$ cat config.mk
export PLATFORM = sky130hd
export DESIGN_NAME = som_bmu_cell
export DESIGN_NICKNAME = d
export VERILOG_FILES = /design/src/sv/som_bmu_pkg.sv /design/src/sv/som_bmu_cell.sv
export SDC_FILE = /design/constraint.sdc
export NUM_CORES = 2
export LEC_CHECK = 0
export ABC_AREA = 1
export BUFFER_PORTS_ARGS = -buffer_cell sky130_fd_sc_hd__buf_2
export CAP_MARGIN = 40
export CORE_MARGIN = 5
export CORE_UTILIZATION = 40
export CTS_BUF_LIST = sky130_fd_sc_hd__clkbuf_16
export CTS_CLUSTER_SIZE = 40
export DETAILED_ROUTE_END_ITERATION = 16
export HOLD_SLACK_MARGIN = 0.02
export REMOVE_ABC_BUFFERS = 1
export SLEW_MARGIN = 20
export SYNTH_ARGS = -nofsm -noshare
export SYNTH_HDL_FRONTEND = slang
export SYNTH_SLANG_ARGS = --single-unit
$ cat constraint.sdc
create_clock -name clk -period 10.5 [get_ports clk]
set_input_delay 0.525 -clock clk [delete_from_list [all_inputs] [get_ports clk]]
set_output_delay 0.525 -clock clk [all_outputs]
set_load 0.01 [all_outputs]
$ cat src/sv/som_bmu_pkg.sv
// Shared widths, token types and distance helpers for the best matching unit search.
`default_nettype none

package som_bmu_pkg;

	localparam int unsigned VAL_W     = 16;
	localparam int unsigned SQ_W      = 32;
	localparam int unsigned DIST_W    = 34;
	localparam int unsigned NODE_W    = 4;
	localparam int unsigned RC_W      = 2;
	localparam int unsigned MAX_ATTR  = 4;
	localparam int unsigned ROWS_DEF  = 4;
	localparam int unsigned COLS_DEF  = 4;
	localparam int unsigned ATTR_DEF  = 4;

	typedef logic [MAX_ATTR-1:0][VAL_W-1:0] lanes_t;
	typedef logic [MAX_ATTR-1:0][SQ_W-1:0]  sq_lanes_t;

	typedef struct packed {
		logic              have;
		logic [NODE_W-1:0] node;
		logic [RC_W-1:0]   row;
		logic [RC_W-1:0]   col;
		logic [DIST_W-1:0] dist_sq;
	} best_t;

	typedef struct packed {
		logic              vld;
		lanes_t            sample;
		logic              cand_vld;
		logic [NODE_W-1:0] cand_node;
		logic [RC_W-1:0]   cand_row;
		logic [RC_W-1:0]   cand_col;
		sq_lanes_t         sq;
		best_t             best;
	} tok_t;

	function automatic logic [SQ_W-1:0] sq_diff(input logic [VAL_W-1:0] a,
		input logic [VAL_W-1:0] b);
		logic [VAL_W-1:0] d;
		d = (a >= b) ? (a - b) : (b - a);
		return SQ_W'(d) * SQ_W'(d);
	endfunction

	function automatic best_t pick_best(input tok_t t);
		logic [DIST_W-1:0] sum;
		best_t             r;
		sum = '0;
		for (int k = 0; k < MAX_ATTR; k++) begin
			sum = sum + DIST_W'(t.sq[k]);
		end
		r = t.best;
		if (t.cand_vld && (!t.best.have || sum < t.best.dist_sq)) begin
			r.have    = 1'b1;
			r.node    = t.cand_node;
			r.row     = t.cand_row;
			r.col     = t.cand_col;
			r.dist_sq = sum;
		end
		return r;
	endfunction

endpackage

`default_nettype wire

$ cat src/sv/som_bmu_cell.sv
// One lattice node: holds its weights, squares the sample difference, folds in the neighbor's node.
`default_nettype none

module som_bmu_cell #(
	parameter int unsigned N_ATTR  = som_bmu_pkg::ATTR_DEF,
	parameter int unsigned NODE_ID = 0,
	parameter int unsigned ROW_ID  = 0,
	parameter int unsigned COL_ID  = 0
) (
	input  wire logic               clk,
	input  wire logic               arst_n,
	input  wire logic               adv,
	input  wire logic               wr_en,
	input  wire som_bmu_pkg::lanes_t wr_values,
	input  wire som_bmu_pkg::tok_t  tok_in,
	output som_bmu_pkg::tok_t       tok_out
);

	logic [N_ATTR-1:0][som_bmu_pkg::VAL_W-1:0] w_q;
	som_bmu_pkg::sq_lanes_t                      sq;
	som_bmu_pkg::tok_t                           tok_q;

	for (genvar k = 0; k < som_bmu_pkg::MAX_ATTR; k++) begin : g_lane
		if (k < N_ATTR) begin : g_on
			assign sq[k] = som_bmu_pkg::sq_diff(w_q[k], tok_in.sample[k]);
		end else begin : g_off
			assign sq[k] = '0;
		end
	end

	always_ff @(posedge clk or negedge arst_n) begin
		if (!arst_n) begin
			w_q <= '0;
		end else if (wr_en) begin
			for (int k = 0; k < N_ATTR; k++) begin
				w_q[k] <= wr_values[k];
			end
		end
	end

	always_ff @(posedge clk or negedge arst_n) begin
		if (!arst_n) begin
			tok_q.vld <= 1'b0;
		end else if (adv) begin
			tok_q.vld       <= tok_in.vld;
			tok_q.sample    <= tok_in.sample;
			tok_q.cand_vld  <= 1'b1;
			tok_q.cand_node <= som_bmu_pkg::NODE_W'(NODE_ID);
			tok_q.cand_row  <= som_bmu_pkg::RC_W'(ROW_ID);
			tok_q.cand_col  <= som_bmu_pkg::RC_W'(COL_ID);
			tok_q.sq        <= sq;
			tok_q.best      <= som_bmu_pkg::pick_best(tok_in);
		end
	end

	assign tok_out = tok_q;

endmodule

`default_nettype wire

=== Word-level counts from Yosys, hierarchy flattened ===
Cells that the tools add are included.

* Register bits: 300
* Bits in latches: 0
* Bits in writable memories: 0
* Bits in read-only memories: 0
* Bits of input ports: 313
* Output and inout port bits: 245
* Memories: 0

* Add/sub/neg operators: 11
* Multiply operators: 4
* Div/mod/pow operators: 0
* Magnitude comparators: 5
* Eq/ne operators: 0
* Shift operators: 0
* Muxes and demuxes: 5
* Bitwise operators: 0
* Reduce and logical (&&, ||, !) cells: 4

{| class="wikitable"
|+ Operators by type and width
! cell !! count
|-
| $mul 16x16->32 || 4
|-
| $sub 16x16->16 || 8
|-
| $ge 16x16->1 || 4
|-
| $mux 16 || 4
|-
| $mux 42 || 1
|-
| $add 33x32->34 || 1
|-
| $add 34x32->34 || 1
|-
| $lt 34x34->1 || 1
|-
| $add 32x32->33 || 1
|-
| $reduce_and 2->1 || 1
|-
| $logic_and 1x1->1 || 1
|-
| $logic_not 1->1 || 1
|-
| $logic_or 1x1->1 || 1
|}

=== Logic depth before layout (Yosys ltp) ===
* Depth in word-level cells: 7
* Mapped depth: 40
* Gate-level depth less buffers: 39

=== Worst setup path before layout ===
No wires, ideal clock.

* Path kind: input port to flip-flop
* From: input tok_in[228] (netlist bit)
* To: register tok_q (netlist bit tok_out[161]), data pin
* Setup time: 259 ps
* Data arrival time: 6,675 ps
* Setup slack: 3,566 ps
* Cell stages on the path: 33
* Buffers on the path: 1
* Cells stage by stage: ha_1 -> inv_1 -> fa_1 -> nand3_1 -> nand3_1 -> nand2_1 -> nand3_2 -> a21oi_2 -> buf_4 -> o21ai_0 -> nand2_2 -> nor2_1 -> fa_1 -> inv_1 -> fa_1 -> inv_1 -> fa_1 -> inv_1 -> fa_1 -> inv_1 -> fa_1 -> inv_1 -> fa_1 -> inv_1 -> ha_1 -> nand2_1 -> inv_1 -> nand2_1 -> o21ai_0 -> nand2_1 -> nand3_1 -> o21ai_0 -> xnor2_1

{| class="wikitable"
|+ RTL lines
! what !! RTL line !! RTL
|-
| start, declared || som_bmu_cell.sv:15 || <nowiki>input wire som_bmu_pkg::tok_t tok_in,</nowiki>
|-
| end, declared || som_bmu_cell.sv:21 || <nowiki>som_bmu_pkg::tok_t tok_q;</nowiki>
|}

==> flow_summary.ini <==
[floorplan]
die_h_um = 367
core-area_um2 = 127000
fp.dieW_um = 367
die_area_um2 = 135000
core.rowCount = 131
initial_utilization_pct = 40.1
ios = 558

[clock_tree]
clk_pin_slew_worst_paths_ns = 0.06
cts_buffers = 40
cts_resized = 0
clock-sinks = 296
cts_tree = done
clk_latency_ns = 0.61
clockBufferDepth = 3
postCtsHoldBufs = 1
cts_root_buf = clkbuf_16
htreeDepth = 2
postCtsSetupRepairBufs = 0

[min_path]
hold_class = in2reg

[routing]
vias_per_cell = 4.97
wl_per_cell_um = 17.9
first_iter_violations = 2918
first_pass_iters = 6
num_vias = 41800
drc_errors = 0
drt-total-wl_um = 150000
antenna_left = 0

[logic_synthesis]
yosysTopAreaCellShare_pct = 28.3
synth_area_leaders = fa_1, ha_1, edfxtp_1
synth-compound-area-share_pct = 6.85
yosysUniqueCellTypes = 52
yosysWarnings = 0
synth-edff-count = 231
yosysSeqAreaShare_pct = 16.8
syn_area_per_cell_um2 = 8.22
synthMostInstantiatedCell = inv_1
synthMuxAreaShare_pct = 0.111
synth_xor_area_share_pct = 3.72
ys.flop_type = edfxtp_1
postSynth.asyncResetShare_pct = 22.0
synthAdderAreaFrac_pct = 42.7
synthSimpleGateAreaFrac_pct = 17.8
synth_area_leader_cell = fa_1
synth_top_family_by_area = adder cells
syn_area_um2 = 50900
synth-seq-cells = 296
synth_common_cells = inv_1, nand2_1, fa_1, ha_1, nor2_1
synth_cells = 6196

[global_route]
grt_pass1_wl_um = 241000
grt_use_total_pct = 22.4
antenna_found_initial = 26
grt_max_degree = 78
grt_use_met1_pct = 30.6
grtUsageMet2_pct = 38.0
grt_pass1_vias = 43800
use_met3_pct = 3.00
top_usage_layer = met2
globalRoute.totalOverflow = 0

[timing]
period_share_pct = 77.9
timing.hold.ws_ns = 0.125
max-slew-margin-rel_pct = 48.0
fin_setup_tns_ns = 0
slew_viol_final = 0
max_freq_mhz = 122
post-route-min-period_ns = 8.18
finalClockSkew_ns = 0.0251
rsz0062_at_grt = no
tightest_slew_ns = 0.780
finalHoldViolations = 0
setup_viol_count_final = 0

[critical_path]
end_kind = flop
crit_required_ns = 10.83
crit_type = reg2reg
cp_max_fo = 14
critPathLaunchType = flop
max_stage_delay_ns = 0.55
crit_slowest_cell = fa_1
arrival_ns = 8.51
cpMostUsedCell = fa_1

[place]
placedCellCount = 8321
gp_congestion = 0.975
io_buffer_count = 544
dpl.hpwl_um = 128000

[final_layout]
layout-drive-gt1-share_pct = 12.0
fill_cells = 12800
area_growth_syn_to_layout_pct = 11.1
finalNetCount = 8326
stdcell_count = 8410

[run]
drv_cap = 0

[outcome]
status = completed
[critical path: cells and delay by family, from the launching register on]
family	cells	cell delay, ns
compound gates	2	0.51
xor+xnor	1	0.16
buf+inv	6	0.67
simple gates	11	2.10
fa+ha+maj	9	4.09
flops	1	0.38
[registers in the layout, summed over array words and instances, names as in the netlist]
name and cells:
tok_out 232, w_q 64
[logic make-up (layout without fill, tap and decap cells)]
kind of cell,after synthesis,after routing
simple gates,2195,2195
buf+inv,1554,2084
compound gates,623,623
xor+xnor,214,214
other cells,2,24
fa+ha+maj,1307,1307
mux,5,5
flops,296,296
[stage by stage]
| stage | area (um^2) | util, % | setup WS (ns) |
|---|---|---|---|
| 2_1_floorplan | 50300 | - | 3.42 |
| 3_3_place_gp | 55200 | 43.5 | 2.02 |
| 3_5_place_dp | 55200 | 43.5 | 2.05 |
| 4_1_cts | 56500 | 44.5 | 2.31 |
| 5_1_grt | 56600 | 44.6 | 1.81 |
| 6_report | 56600 | 44.6 | 2.32 |
[path summary, 6_finish.rpt]
| check | slack (ns) | cells after the start | to | startpoint |
|---|---|---|---|---|
| worst min-delay path | 0.13 | 1 | tok_out[195]$_DFFE_PP_ | tok_in[195] |
| worst max register to register | 2.32 | 29 | tok_out[70]$_DFFE_PP_ | w_q[0]$_DFFE_PN0P_ |
| worst max-delay path | 2.32 | 29 | tok_out[70]$_DFFE_PP_ | w_q[0]$_DFFE_PN0P_ |
| min in group asynchronous | 0.48 | 2 | w_q[15]$_DFFE_PN0P_ | arst_n |
| worst min register to register | 0.51 | 1 | w_q[15]$_DFFE_PN0P_ | w_q[15]$_DFFE_PN0P_ |
| max in group asynchronous | 8.98 | 3 | w_q[49]$_DFFE_PN0P_ | arst_n |
[cell usage in the layout, fill, tap and decap left out, drive strengths merged, types with 5 or more instances in the layout]
cell type and count:
xor2 139, nor4 5, buf 561, nand4 20, clkinv 16, clkbuf 40, ha 586, edfxtp 231
a31oi 16, inv 1460, nor2 556, xnor2 75, o21a 12, o21bai 36, o211ai 6, and2 7
diode 11, nand3 225, a21oi 291, mux2 5, nand2 1321, o21ai 208, nand3b 6, a21o 29
a21boi 12, nor3 47, conb 13, dfrtp 65, a31o 5, fa 721
[cell type report]
class / count / area [um^2] / share of cell area [%]
Antenna cell: 11 / 27.5 / 0.0486
Clock inverter: 33 / 254 / 0.449
Clock buffer: 40 / 1000 / 1.77
Sequential cell: 296 / 8560 / 15.1
Tap cell: 1662 / 2080 / 3.67
Multi-Input combinational cell: 4357 / 36300 / 64.1
Timing Repair Buffer: 562 / 2930 / 5.17
Inverter: 1449 / 5450 / 9.63
[metal layers]
layer	up-vias	wire (um)
li1	20000	-
met1	20300	66600
met2	1281	71100
met3	185	8950
met4	8	3550
met5	-	50
Power is left out: the tool's default activity adds up to more than one toggle a clock period on the data nets, which glitch-free logic cannot reach.
