===== src/sv/som_bmu_pkg.sv =====
// Shared widths, token types and distance helpers for the best matching unit search.
`default_nettype none

package som_bmu_pkg;

	localparam int unsigned VAL_W     = 16;
	localparam int unsigned SQ_W      = 32;
	localparam int unsigned DIST_W    = 34;
	localparam int unsigned NODE_W    = 4;
	localparam int unsigned RC_W      = 2;
	localparam int unsigned MAX_ATTR  = 4;
	localparam int unsigned ROWS_DEF  = 4;
	localparam int unsigned COLS_DEF  = 4;
	localparam int unsigned ATTR_DEF  = 4;

	typedef logic [MAX_ATTR-1:0][VAL_W-1:0] lanes_t;
	typedef logic [MAX_ATTR-1:0][SQ_W-1:0]  sq_lanes_t;

	typedef struct packed {
		logic              have;
		logic [NODE_W-1:0] node;
		logic [RC_W-1:0]   row;
		logic [RC_W-1:0]   col;
		logic [DIST_W-1:0] dist_sq;
	} best_t;

	typedef struct packed {
		logic              vld;
		lanes_t            sample;
		logic              cand_vld;
		logic [NODE_W-1:0] cand_node;
		logic [RC_W-1:0]   cand_row;
		logic [RC_W-1:0]   cand_col;
		sq_lanes_t         sq;
		best_t             best;
	} tok_t;

	function automatic logic [SQ_W-1:0] sq_diff(input logic [VAL_W-1:0] a,
		input logic [VAL_W-1:0] b);
		logic [VAL_W-1:0] d;
		d = (a >= b) ? (a - b) : (b - a);
		return SQ_W'(d) * SQ_W'(d);
	endfunction

	function automatic best_t pick_best(input tok_t t);
		logic [DIST_W-1:0] sum;
		best_t             r;
		sum = '0;
		for (int k = 0; k < MAX_ATTR; k++) begin
			sum = sum + DIST_W'(t.sq[k]);
		end
		r = t.best;
		if (t.cand_vld && (!t.best.have || sum < t.best.dist_sq)) begin
			r.have    = 1'b1;
			r.node    = t.cand_node;
			r.row     = t.cand_row;
			r.col     = t.cand_col;
			r.dist_sq = sum;
		end
		return r;
	endfunction

endpackage

`default_nettype wire


===== src/sv/som_bmu_out.sv =====
// Final compare for the last node and the result register.
`default_nettype none

module som_bmu_out (
	input  wire logic                            clk,
	input  wire logic                            arst_n,
	input  wire logic                            adv,
	input  wire som_bmu_pkg::tok_t               tok_in,
	input  wire logic                            out_stall,
	output logic                                 out_valid,
	output logic [som_bmu_pkg::NODE_W-1:0]       best_node,
	output logic [som_bmu_pkg::RC_W-1:0]         best_row,
	output logic [som_bmu_pkg::RC_W-1:0]         best_col,
	output logic [som_bmu_pkg::DIST_W-1:0]       best_dist_sq
);

	som_bmu_pkg::best_t res;
	som_bmu_pkg::best_t res_q;
	logic               vld_q;

	assign res = som_bmu_pkg::pick_best(tok_in);

	always_ff @(posedge clk or negedge arst_n) begin
		if (!arst_n) begin
			vld_q <= 1'b0;
		end else if (adv && tok_in.vld) begin
			vld_q <= 1'b1;
			res_q <= res;
		end else if (!out_stall) begin
			vld_q <= 1'b0;
		end
	end

	assign out_valid    = vld_q;
	assign best_node    = res_q.node;
	assign best_row     = res_q.row;
	assign best_col     = res_q.col;
	assign best_dist_sq = res_q.dist_sq;

endmodule

`default_nettype wire


===== config.mk =====
export PLATFORM = sky130hd
export DESIGN_NAME = som_bmu_out
export DESIGN_NICKNAME = d
export VERILOG_FILES = /design/src/sv/som_bmu_pkg.sv /design/src/sv/som_bmu_out.sv
export SDC_FILE = /design/constraint.sdc
export NUM_CORES = 1
export LEC_CHECK = 0
export BUFFER_PORTS_ARGS = -buffer_cell sky130_fd_sc_hd__buf_4
export CAP_MARGIN = 10
export CORE_UTILIZATION = 39
export CTS_BUF_LIST = sky130_fd_sc_hd__clkbuf_4 sky130_fd_sc_hd__clkbuf_8
export CTS_CLUSTER_DIAMETER = 80
export DETAILED_ROUTE_END_ITERATION = 8
export PLACE_DENSITY = 0.69
export SYNTH_ARGS = -nofsm -noshare
export SYNTH_HDL_FRONTEND = slang
export SYNTH_SLANG_ARGS = --single-unit

===== constraint.sdc =====
create_clock -name clk -period 0.8 [get_ports clk]
set_input_delay 0.16 -clock clk [delete_from_list [all_inputs] [get_ports clk]]
set_output_delay 0.16 -clock clk [all_outputs]
set_load 0.005 [all_outputs]

* Yosys cells after proc, flatten, opt, wreduce, memory -nomap -nowiden
Cells that the tools add are included.
Cells by class: $add $sub $neg 3, $mul 0, div/mod/pow operators 0, magnitude comparators 1, equal/unequal tests 1, shift-type cells 0, mux-type cells 3, bitwise logic cells 0, reductions and logical operators 5
Operators by type and width (number):
- 2-to-1 mux 42 bit | 1
- adder 33 x 32 -> 34 bit | 1
- adder 34 x 32 -> 34 bit | 1
- less-than comparator 34 bit | 1
- adder 32 x 32 -> 33 bit | 1
- logical AND 1 bit | 2
- 2-to-1 mux 1 bit | 2
- != test 2 x 1 -> 1 bit (second input constant) | 1
- AND reduction 2 bit | 1
- logical NOT 1 bit | 1
- logical OR 1 bit | 1
Storage, ports and cells: register bits 43, latch bits 0, RAM bits 0, ROM bits 0, input port bits 249, output and inout bits 43, logic and storage cells 18, memories kept 0

* Depth between registers and ports, before layout
depth after elaboration 7, depth in mapped cells 24, gate-level depth less buffers 22

* Least setup slack after synthesis
Ideal clock, no wire load.
kind input port to flip-flop, from in tok_in[44] (netlist name), to reg res_q (netlist bit best_dist_sq[11]), data pin, library setup time 0.262 ns, arrival time 5.278 ns, data required time 0.538 ns, path slack -4.740 ns, stages 22, buffers on the path 2, cell sequence inv_1 > fa_1 > fa_1 > inv_1 > ha_1 > fa_1 > a211o_1 > a2111o_1 > nand3b_2 > a21oi_1 > or4_4 > nand4_2 > a32oi_2 > ha_1 > a21o_1 > a21o_1 > a221oi_1 > o21ai_0 > a211o_1 > clkbuf_1 > buf_2 > mux2_1
RTL lines:
- from (decl) | RTL line som_bmu_out.sv:8 | input wire som_bmu_pkg::tok_t tok_in,
- to (signal assigned) | RTL line som_bmu_out.sv:28 | res_q <= res;
- to (decl) | RTL line som_bmu_out.sv:18 | som_bmu_pkg::best_t res_q;

==> flow_metrics.py <==
metrics = {
    "yosys": {
        "synth_common_cells": "inv_1, ha_1, fa_1",
        "async_flop_share": 0.0233,
        "synth_cell_type_count": 55,
        "ys.flop_type": "edfxtp_1",
        "yosys.area.top_type": "fa_1",
        "ys.warnings.count": 0,
        "synthCells": 652,
        "synth_nets": 1031,
        "syn-cell-area_um2": 6180,
        "synthTopCellsByArea": "fa_1, edfxtp_1, ha_1, inv_1, mux2_2",
        "ys_ff_latch": 43,
        "synth_top_area_share": 0.207,
        "synth_edf_count": 42,
        "yosysMostFrequentCell": "inv_1",
        "synth.avg_cell_area_um2": 9.48,
        "ys_seq_area_frac": 0.208,
    },
    "worst_hold_path": {
        "min_path_type": "input pin to flop",
        "hp-start": "out_stall",
        "hold_depth": 2,
        "whs_endpoint": "out_valid$_DFFE_PN0P_",
    },
    "place": {
        "dp_hpwl_um": 14100,
        "place.gp.congestion": 0.858,
        "io_buffers": 227,
        "post-place-ws_ns": -4.82,
    },
    "worst_setup_path": {
        "reg2reg_to": "out_valid$_DFFE_PN0P_",
        "ff2ff_setup_slack_ns": 0.07,
        "worstReg2RegStart": "out_valid$_DFFE_PN0P_",
        "critPathKind": "input pin to flop",
        "reg2reg_depth": 1,
        "cp_max_fo": 22,
        "start_kind": "input pin",
        "critical-path-top-delay-family": "compound AO/OA/AOI/OAI gates",
        "cp-end-kind": "flop",
        "required_ns": 0.85,
        "slowest_stage": "fa_1",
        "arrival_ns": 5.26,
        "cpPeakStageDelay_ns": 0.51,
        "critPathBufInv": 4,
        "path_cells": "buf_4, inv_2, fa_1, fa_1, inv_2, ha_4, fa_2, a211o_1, a2111o_1, nand3b_4, a21oi_2, or4_4, nand4_4, a32oi_2, ha_1, a21o_1, a21o_1, a221oi_2, o21ai_1, a211o_2, buf_12, mux2_1",
    },
    "pwr": {
        "p_per_area_nw_per_um2": 2370,
        "power.switching_w": 0.00909,
        "ir_drop_mv": 0.946,
        "p_leak_nw": 5.09,
        "p_clk_frac": 0.066,
        "p_comb_frac": 0.799,
        "pwr-share-seq": 0.136,
        "intPower_w": 0.0134,
        "p_sw_frac": 0.403,
    },
    "sta": {
        "fin_crit_sh": 6.51,
        "grt_setup_unrepaired": "true",
        "worstMarginPinSlew_ns": 0.523,
        "clock.fmax_mhz": 192,
        "slew_violations": 0,
        "finalCriticalPeriod_ns": 5.21,
        "relSlewSlack": 0.648,
        "finalSetupViolations": 85,
        "tns_ns": -190.75,
        "finalHoldViolCount": 0,
        "fin_ws_ns": -4.41,
        "finalClockSkew_ns": 0,
    },
    "floorplan": {
        "core-area_um2": 15300,
        "die_h_um": 128,
        "ios": 292,
        "dieArea_um2": 16300,
        "fp.dieW_um": 128,
        "start_util": 0.403,
        "fp-row-count": 45,
    },
    "global_routing": {
        "grt_pass1_wl_um": 26300,
        "grt_start_max_net_pins": 24,
        "antenna_found_initial": 2,
        "grt_pass1_vias": 5930,
        "grt_usage": 0.200,
        "gr-total-overflow": 0,
    },
    "clock_network": {
        "clk_path_buf_depth": 2,
        "cts_sinks": 43,
        "cts_tree": "yes",
        "clockRootBuffer": "clkbuf_8",
        "htreeDepth": 2,
        "clk_pin_slew_ns": 0.08,
        "cts_made_buffers": 5,
        "worstSkewPairLatency_ns": 0.30,
    },
    "detailed_routing": {
        "drt_iter0_drc": 200,
        "drc": 0,
        "dr_total_vias": 5676,
        "first_pass_iters": 4,
        "totalWireLength_um": 16200,
        "antenna_left": 0,
        "routed_via_density": 4.63,
        "post_drt_wl_per_cell_um": 13.2,
    },
    "final_layout": {
        "syn2layout_area_growth_pct": 54.1,
        "nNetsFinal": 1391,
        "seq_area_um2": 1290,
        "drive_gt1_frac": 0.434,
        "multi_input_area_um2": 4300,
        "fill_cells": 1325,
    },
    "run_status": {
        "outcome": "complete, but fails checks",
        "violations": "setup timing",
    },
    "flow_run": {
        "maxCapViolCount": 0,
    },
}
flip-flops by register name, summed over array words and instances, names as in the netlist:
name          count
best_row          2
best_dist_sq     34
best_col          2
best_node         4
out_valid         1
stage by stage:
step	power (W)	instance area, um^2	instances	hold WS, ns	util
after floorplan	0.0128	6260	652	-0.136	-
after global placement	0.0199	9190	1210	0.0332	0.600
after detailed placement	0.0203	9190	1210	0.0328	0.600
after CTS	0.0222	9410	1220	0.0837	0.614
after global routing	0.0247	9520	1225	0.0802	0.621
final	0.0225	9520	1226	0.0866	0.621
layer usage:
layer,global-route usage,part of all wire
met1,0.241,0.41
met2,0.371,0.52
met3,0.0313,0.056
met4,0.0457,0.015
met5,0,0
worst max-delay path by stage:
| stage | depth (start not counted) | start | end | slack [ns] |
|---|---|---|---|---|
| after global placement | 22 | tok_in[108] | best_dist_sq[19]$_DFFE_PP_ | -4.72 |
| after global routing | 22 | tok_in[76] | best_dist_sq[8]$_DFFE_PP_ | -4.55 |
| after detailed placement | 22 | tok_in[108] | best_dist_sq[19]$_DFFE_PP_ | -4.82 |
| final | 22 | tok_in[76] | best_dist_sq[8]$_DFFE_PP_ | -4.41 |
| after CTS | 22 | tok_in[108] | best_dist_sq[8]$_DFFE_PP_ | -4.32 |
| after floorplan | 22 | tok_in[108] | best_dist_sq[11]$_DFFE_PP_ | -4.41 |
logic make-up (layout without fill, tap and decap cells):
kind of cell | after synthesis | in the layout | synth area share
xor gates and xnor gates | 26 | 26 | 0.0369
AOI/OAI and AO/OA | 125 | 125 | 0.139
buffers and inverters | 192 | 553 | 0.118
other | 0 | 2 | 0
adders and majority gates | 130 | 130 | 0.341
DFF | 43 | 43 | 0.208
and+or+nand+nor | 94 | 94 | 0.0804
muxes | 42 | 42 | 0.0765
cell usage in the layout, fill, tap and decap left out, types with 3 or more instances in the layout:
cell and instances:
a2111oi_2 4, a211oi_1 6, a21o_1 23, a21oi_1 31, a21oi_2 5, a31oi_1 4, and2_1 4, and3_1 11
buf_12 3, buf_4 339, buf_6 24, clkbuf_8 5, edfxtp_1 42, fa_1 63, ha_1 65, inv_1 174
mux2_1 8, mux2_2 28, mux2_4 6, nand2_1 22, nand2b_1 6, nand3_1 5, nand4_1 11, nor2_1 18
nor2b_1 3, nor3_1 3, o21a_1 3, o21ai_0 14, o21ai_1 6, o21bai_1 5, xnor2_1 16, xor2_1 9
cell type report:
| class | count | area share |
|---|---|---|
| antenna | 2 | 0.000526 |
| clock buffer | 7 | 0.00881 |
| clock inverter | 1 | 0.000526 |
| inverter | 177 | 0.0706 |
| multi-input combinational | 417 | 0.452 |
| sequential | 43 | 0.135 |
| tap | 211 | 0.0277 |
| timing repair buffer | 368 | 0.305 |
power groups by stage:
stage	Combinational, W	Sequential [W]	Clock (W)
finish	0.0180	0.00306	0.00148
global route	0.0201	0.00308	0.00159
CTS	0.0176	0.00306	0.00150
detailed placement	0.0172	0.00309	0
global placement	0.0168	0.00309	0
floorplan	0.00974	0.00310	0
timing repair:
action / CTS / global route
setup buffers: 1 / 4
endpoints found under the hold margin: 1 / 0
endpoints found under the setup margin: 85 / 85
hold buffers: 1 / 0
resized for setup: 27 / 19
pin swaps: 4 / 4
Power figures use the tool's default switching activity.
